## src/rtl/ndw_pkg.sv

```systemverilog
// ----------------------------------------------------------------------------
// ndw_pkg
// Types, constants and month tables of the next date and weekday unit.
// ----------------------------------------------------------------------------
`default_nettype none

package ndw_pkg;

   localparam int DAY_W   = 5;
   localparam int MONTH_W = 4;
   localparam int YEAR_W  = 14;
   localparam int WDAY_W  = 3;

   // Documented upper end of the year range.
   localparam int YEAR_MAX = 9999;

   localparam int GREG_START = 1600;
   localparam int CENTURY    = 100;

   // year / 100 == (year * 5243) >> 19, exact for all 14-bit years.
   localparam int DIV100_MUL   = 5243;
   localparam int DIV100_SHIFT = 19;
   localparam int DIV100_PW    = YEAR_W + 13;
   localparam int QUOT_W       = 8;

   // sum / 7 == (sum * 147) >> 10, exact for sums up to 203.
   localparam int DIV7_MUL   = 147;
   localparam int DIV7_SHIFT = 10;
   localparam int WEEK       = 7;
   localparam int SUM_W      = 8;
   localparam int DIV7_PW    = 2 * SUM_W;

   // Clock edges from the edge that takes a word to the edge that takes its result.
   localparam int LATENCY = 4;

   localparam logic [MONTH_W-1:0] JANUARY  = 4'd1;
   localparam logic [MONTH_W-1:0] FEBRUARY = 4'd2;
   localparam logic [MONTH_W-1:0] DECEMBER = 4'd12;

   typedef struct packed {
      logic [DAY_W-1:0]   day;
      logic [MONTH_W-1:0] month;
      logic [YEAR_W-1:0]  year;
   } req_type;

   typedef struct packed {
      logic [DAY_W-1:0]   next_day;
      logic [MONTH_W-1:0] next_month;
      logic [YEAR_W-1:0]  next_year;
      logic [WDAY_W-1:0]  weekday;
      logic               leap_year;
      logic [DAY_W-1:0]   month_length;
      logic               range_error;
   } rsp_type;

   // Calendar results of the middle stage, weekday still as an unreduced sum.
   typedef struct packed {
      logic [DAY_W-1:0]   next_day;
      logic [MONTH_W-1:0] next_month;
      logic [YEAR_W-1:0]  next_year;
      logic               leap_year;
      logic [DAY_W-1:0]   month_length;
      logic               range_error;
      logic [SUM_W-1:0]   weekday_sum;
   } cal_type;

   // Days of a common year's month; codes that are no month count 31.
   function automatic logic [DAY_W-1:0] days_in_month(input logic [MONTH_W-1:0] m);
      logic [DAY_W-1:0] d;
      case (m)
         4'd2:    d = 5'd28;
         4'd4:    d = 5'd30;
         4'd6:    d = 5'd30;
         4'd9:    d = 5'd30;
         4'd11:   d = 5'd30;
         default: d = 5'd31;
      endcase
      return d;
   endfunction

   // Weekday offset of a month in a common year; codes that are no month give 0.
   function automatic logic [WDAY_W-1:0] month_code(input logic [MONTH_W-1:0] m);
      logic [WDAY_W-1:0] c;
      case (m)
         4'd2:    c = 3'd3;
         4'd3:    c = 3'd3;
         4'd4:    c = 3'd6;
         4'd5:    c = 3'd1;
         4'd6:    c = 3'd4;
         4'd7:    c = 3'd6;
         4'd8:    c = 3'd2;
         4'd9:    c = 3'd5;
         4'd11:   c = 3'd3;
         4'd12:   c = 3'd5;
         default: c = 3'd0;
      endcase
      return c;
   endfunction

endpackage

`default_nettype wire

```

## src/rtl/ndw_date.sv

```systemverilog
// ----------------------------------------------------------------------------
// ndw_date
// Leap flag, month length, following date and raw weekday sum of one date.
// ----------------------------------------------------------------------------
`default_nettype none

module ndw_date (
   input  ndw_pkg::req_type               req,
   input  logic [ndw_pkg::QUOT_W-1:0]     cent,
   output ndw_pkg::cal_type               cal
);
   import ndw_pkg::*;

   logic [YEAR_W-1:0]  rem_full;
   logic [6:0]         yy;
   logic               leap;
   logic [DAY_W-1:0]   mlen;
   logic [WDAY_W-1:0]  mcode;
   logic [WDAY_W-1:0]  ccode;

   // yy = year mod 100, from the quotient of the previous stage.
   assign rem_full = req.year - YEAR_W'(cent) * YEAR_W'(CENTURY);
   assign yy       = rem_full[6:0];

   // Divisible by 4, and when a century year also by 400.
   assign leap = (req.year[1:0] == 2'b00) && ((yy != 7'd0) || (cent[1:0] == 2'b00));

   // Century code 6,4,2,0 repeats every 400 years; 1600 is a multiple of 400.
   assign ccode = 3'd6 - {cent[1:0], 1'b0};

   always_comb begin
      mlen  = days_in_month(req.month);
      mcode = month_code(req.month);
      if (leap && (req.month == FEBRUARY)) begin
         mlen = 5'd29;
      end
      if (leap && (req.month == JANUARY)) begin
         mcode = 3'd6;
      end else if (leap && (req.month == FEBRUARY)) begin
         mcode = 3'd2;
      end

      cal.next_year = req.year;
      if (req.day >= mlen) begin
         cal.next_day = 5'd1;
         if (req.month == DECEMBER) begin
            cal.next_month = JANUARY;
            cal.next_year  = req.year + 14'd1;
         end else begin
            cal.next_month = req.month + 4'd1;
         end
      end else begin
         cal.next_day   = req.day + 5'd1;
         cal.next_month = req.month;
      end

      cal.leap_year    = leap;
      cal.month_length = mlen;
      cal.range_error  = (req.year < YEAR_W'(GREG_START));
      cal.weekday_sum  = SUM_W'(req.day) + SUM_W'(mcode) + SUM_W'(ccode)
                       + SUM_W'(yy) + SUM_W'(yy[6:2]);
   end

endmodule

`default_nettype wire

```

## src/rtl/next_date_and_weekday_unit.sv

```systemverilog
// ----------------------------------------------------------------------------
// next_date_and_weekday_unit
// Following Gregorian date, weekday, leap flag and month length of a date.
// ----------------------------------------------------------------------------
//
//   channel   ports                          direction  handshake
//   request   start, busy, req_payload       in         start && !busy
//   response  rsp_valid, rsp_payload         out        rsp_valid, one cycle
//
// One word is accepted in every cycle; busy is held low.
// A word passes four registers in order: input register, century quotient,
// calendar logic, weekday reduction. Its result is strobed from the last one.
// The response cannot be stalled, so the pipeline never holds.
// Synchronous reset clears the stage valid flags; words in flight are dropped.
// ----------------------------------------------------------------------------
`default_nettype none

module next_date_and_weekday_unit (
   input  logic              clock,
   input  logic              reset,
   input  logic              start,
   output logic              busy,
   input  ndw_pkg::req_type  req_payload,
   output logic              rsp_valid,
   output ndw_pkg::rsp_type  rsp_payload
);
   import ndw_pkg::*;

   // Stage A: the accepted word.
   logic                    a_valid_ff;
   req_type                 a_req_ff;

   // Stage B: the word and its year divided by one hundred.
   logic                    b_valid_ff;
   req_type                 b_req_ff;
   logic [QUOT_W-1:0]       b_cent_ff;
   logic [DIV100_PW-1:0]    b_prod;
   logic [QUOT_W-1:0]       b_cent_in;

   // Stage C: calendar results and the unreduced weekday sum.
   logic                    c_valid_ff;
   cal_type                 c_cal_ff;
   cal_type                 c_cal_in;

   // Stage D: the sum reduced modulo seven, the registered response.
   logic                    rsp_valid_ff;
   rsp_type                 rsp_ff;
   rsp_type                 rsp_in;
   logic [DIV7_PW-1:0]      d_prod;
   logic [SUM_W-1:0]        d_rem;

   // There is no backpressure anywhere, so a word is taken in every cycle.
   assign busy = 1'b0;

   // The century quotient by multiplication with a scaled reciprocal.
   assign b_prod    = DIV100_PW'(a_req_ff.year) * DIV100_PW'(DIV100_MUL);
   assign b_cent_in = b_prod[DIV100_SHIFT +: QUOT_W];

   ndw_date u_date (
      .req  (b_req_ff),
      .cent (b_cent_ff),
      .cal  (c_cal_in)
   );

   // The weekday is the remainder of the sum after removing whole weeks.
   assign d_prod = DIV7_PW'(c_cal_ff.weekday_sum) * DIV7_PW'(DIV7_MUL);
   assign d_rem  = c_cal_ff.weekday_sum
                 - SUM_W'(d_prod[DIV7_PW-1:DIV7_SHIFT]) * SUM_W'(WEEK);

   always_comb begin
      rsp_in.next_day     = c_cal_ff.next_day;
      rsp_in.next_month   = c_cal_ff.next_month;
      rsp_in.next_year    = c_cal_ff.next_year;
      rsp_in.leap_year    = c_cal_ff.leap_year;
      rsp_in.month_length = c_cal_ff.month_length;
      rsp_in.range_error  = c_cal_ff.range_error;
      // Before the Gregorian start the weekday is reported as zero.
      rsp_in.weekday      = c_cal_ff.range_error ? 3'd0 : d_rem[WDAY_W-1:0];
   end

   always_ff @(posedge clock) begin
      if (reset) begin
         a_valid_ff   <= 1'b0;
         b_valid_ff   <= 1'b0;
         c_valid_ff   <= 1'b0;
         rsp_valid_ff <= 1'b0;
      end else begin
         a_valid_ff   <= start && !busy;
         b_valid_ff   <= a_valid_ff;
         c_valid_ff   <= b_valid_ff;
         rsp_valid_ff <= c_valid_ff;
      end
   end

   // Payload registers carry no reset; only the valid flags qualify them.
   always_ff @(posedge clock) begin
      a_req_ff  <= req_payload;
      b_req_ff  <= a_req_ff;
      b_cent_ff <= b_cent_in;
      c_cal_ff  <= c_cal_in;
      rsp_ff    <= rsp_in;
   end

   assign rsp_valid   = rsp_valid_ff;
   assign rsp_payload = rsp_ff;

endmodule

`default_nettype wire

```

## config.mk

```make
export PLATFORM = sky130hd
export DESIGN_NAME = next_date_and_weekday_unit
export DESIGN_NICKNAME = d
export VERILOG_FILES = /design/src/rtl/ndw_pkg.sv /design/src/rtl/ndw_date.sv /design/src/rtl/next_date_and_weekday_unit.sv
export SDC_FILE = /design/constraint.sdc
export NUM_CORES = 1
export LEC_CHECK = 0
export BUFFER_PORTS_ARGS = -buffer_cell sky130_fd_sc_hd__buf_4
export CELL_PAD_IN_SITES_DETAIL_PLACEMENT = 1
export CELL_PAD_IN_SITES_GLOBAL_PLACEMENT = 1
export CORE_ASPECT_RATIO = 0.8
export CORE_MARGIN = 10
export CORE_UTILIZATION = 35
export DETAILED_ROUTE_END_ITERATION = 6
export PLACE_DENSITY_LB_ADDON = 0.12
export SYNTH_ARGS = -nofsm -noshare
export SYNTH_HDL_FRONTEND = slang
export SYNTH_HIERARCHICAL = 1
export SYNTH_SLANG_ARGS = --single-unit
```

## constraint.sdc

```tcl
create_clock -name clock -period 5.95 [get_ports clock]
set_clock_uncertainty 0.2 [all_clocks]
set_input_delay 0.595 -clock clock [delete_from_list [all_inputs] [get_ports clock]]
set_output_delay 0.595 -clock clock [all_outputs]
set_load 0.005 [all_outputs]
```

==> results by group <==
Status
  • Status: complete, no violations

Clock tree
  • Bufs on Longest Clock Path: 2
  • Inserted Clock Buffers: 17
  • Clock tree root buffer cell: sky130_fd_sc_hd__clkbuf_16
  • Post-CTS repair timing setup buffer count: 0
  • Source-to-sink clock delay at the later pin of the worst-skew pair: 430 ps
  • Hold-fix buffers, CTS: 0
  • Worst-path clk slew: 70 ps
  • Clock Sink Count: 126
  • CTS-repair resized insts: 0
  • CTS tree: built
  • H-tree Lvls: 4

Critical path
  • Data required, critical path: 6090 ps
  • Length in cells of the worst reg-to-reg path: 19
  • Endpoint arrival time on the critical path: 5260 ps
  • Critical path startpoint: c_cal_ff[0]
  • Longest individual stage delay on the worst path: 530 ps
  • Slowest stage cell, crit path: sky130_fd_sc_hd__fa_1
  • RR Endpoint: rsp_payload[9]
  • Worst setup SP type: register
  • Cell chain of the critical path: ha_1, ha_1, inv_1, fa_1, inv_1, ha_1, a2111oi_2, o21ai_1, a221o_1, a21oi_1, xnor2_1, ha_1, inv_1, fa_1, xnor2_1, xnor2_1, xnor2_1, a2111o_1, o21ai_0
  • Worst-path fanout max: 5
  • Critical path endpoint: rsp_payload[9]
  • Levels on crit path: 19
  • Top cell family by delay on the critical path: adder cells
  • Worst Path Buf+Inv: 3
  • Crit Path Category: register to register
  • FF-to-FF Start: c_cal_ff[0]
  • Register-to-Register Setup Slack: 830 ps
  • Crit. End Element: register

Floorplanning
  • I/O pin count: 61
  • Number of cell rows: 49
  • Placeable core region: 22,600 sq um
  • Width of the die: 190 um
  • Initial core utilization: 35.8%
  • Die height: 156 um
  • Area of the die: 29,700 sq um

Final layout
  • Area growth from synthesis to layout: 16.8%
  • Utilization of the core after routing: 41.9%
  • # diodes: 0
  • Share of cells above drive strength 1: 12.7%
  • Commonest non-fill, non-tap cells in the layout: 166 x sky130_fd_sc_hd__inv_1, 151 x sky130_fd_sc_hd__ha_1, 126 x sky130_fd_sc_hd__dfxtp_1
  • Fill count: 2,469
  • Commonest non-fill, non-tap cell in the layout: sky130_fd_sc_hd__inv_1
  • Net total in the final layout: 1,077
  • Final Cell Area: 9470 sq um
  • Area of the multi-input gates: 4920 sq um
  • Register Area: 2520 sq um

Timing
  • Post-route worst hold slack: 65.3 ps
  • Setup repair after global routing missed its margin: no
  • Fin. max-slew vios: 0
  • Final clock period utilization by the worst path: 86.0%
  • Number of setup violations in the final report: 0
  • Total count of hold-check failures in the final report: 0
  • Slew HR: 36.2%
  • Post-route setup TNS: 0 ps
  • Actual slew at the worst max-slew pin: 948 ps
  • Final critical-path required period: 5120 ps
  • FMAX: 195 MHz

Drt
  • Count of unresolved DRC violations after routing: 0
  • Vias/cell: 4.56
  • Violation count after the first detailed-route iteration: 190
  • DR pass1 iterations: 4
  • Per-cell routed wire length: 16.4 um
  • Detail Route Antenna Nets: 0
  • Drt total wl: 18,600 um
  • Via count: 5,190

Synth
  • Number of instances in the synthesized netlist: 747
  • Mapped cell area: 8110 sq um
  • Post-Syn Area per Cell: 10.9 sq um
  • Syn. warnings: 6

Global route
  • Total global routing track utilization: 13.3%
  • Antenna violations before repair: 1
  • Global-route wire length before repair: 31,300 um
  • Overall overflow remaining after global route: 0
  • Via count of the first global-routing pass: 5,890
  • Maximum number of pins on one net before global-route repair: 17

Place
  • HPWL reported at the end of detailed placement: 15,600 um
  • Routability congestion estimate: 0.852
  • IO Port Bufs: 59
  • Cell area after placement: 8900 sq um

Flow run
  • Max-capacitance violation count: 0

Min path
  • Classification of the worst-slack hold path: input port to register
==> state kept, by name, summed over array words and instances, names as in the netlist <==
signal and cells:
c_cal_ff 38, rsp_payload 33, a_req_ff 23, b_req_ff 23, b_cent_ff 5, a_valid_ff 1, b_valid_ff 1, c_valid_ff 1
rsp_valid 1
==> how the worst min path moves through the flow <==
stage                                from              end  slack, ps  cells after the start
after floorplan              a_req_ff[14]     b_req_ff[14]        110                      0
after global placement       c_cal_ff[18]  rsp_payload[13]        110                      0
after detailed placement     c_cal_ff[28]  rsp_payload[23]        110                      0
after CTS                 req_payload[11]     a_req_ff[11]         50                      1
after global routing       req_payload[9]      a_req_ff[9]         50                      1
final                     req_payload[11]     a_req_ff[11]         70                      1
==> area by class of cell <==
cell class	instances	share of cell area, %
clock buffers	17	4.49
inverters	167	6.62
clock inverters	14	1.53
repair buffers	60	4.76
flip-flops and latches	126	26.6
well taps	306	4.04
multi-input cells	449	51.9
==> routing by layer <==
layer | vias to the layer above | share of wire (%) | global-route usage [%] | wire (um)
li1 | 2546 | - | - | -
met1 | 2570 | 49 | 17.7 | 9210
met2 | 59 | 47 | 21.5 | 8680
met3 | 15 | 3.1 | 2.97 | 585
met4 | 0 | 0.83 | 3.37 | 155
met5 | - | 0 | 0 | 0
==> worst register-to-register path, cell delays in order, from the launching register on <==
cell,delay (ps)
sky130_fd_sc_hd__dfxtp_1,420
sky130_fd_sc_hd__ha_1,270
sky130_fd_sc_hd__ha_1,270
sky130_fd_sc_hd__inv_1,50
sky130_fd_sc_hd__fa_1,530
sky130_fd_sc_hd__inv_1,40
sky130_fd_sc_hd__ha_1,330
sky130_fd_sc_hd__a2111oi_2,320
sky130_fd_sc_hd__o21ai_1,150
sky130_fd_sc_hd__a221o_1,380
sky130_fd_sc_hd__a21oi_1,210
sky130_fd_sc_hd__xnor2_1,90
sky130_fd_sc_hd__ha_1,300
sky130_fd_sc_hd__inv_1,60
sky130_fd_sc_hd__fa_1,460
sky130_fd_sc_hd__xnor2_1,230
sky130_fd_sc_hd__xnor2_1,170
sky130_fd_sc_hd__xnor2_1,130
sky130_fd_sc_hd__a2111o_1,360
sky130_fd_sc_hd__o21ai_0,70
==> per-stage QoR <==
step / std cells / worst slack [ps]
CTS: 1139 / 809
global route: 1139 / 546
floorplan: 749 / 1290
global placement: 1108 / 1050
detailed placement: 1108 / 846
finish: 1139 / 834
Power is left out: the tool's default activity adds up to more than one toggle a clock period on the data nets, which glitch-free logic cannot reach.
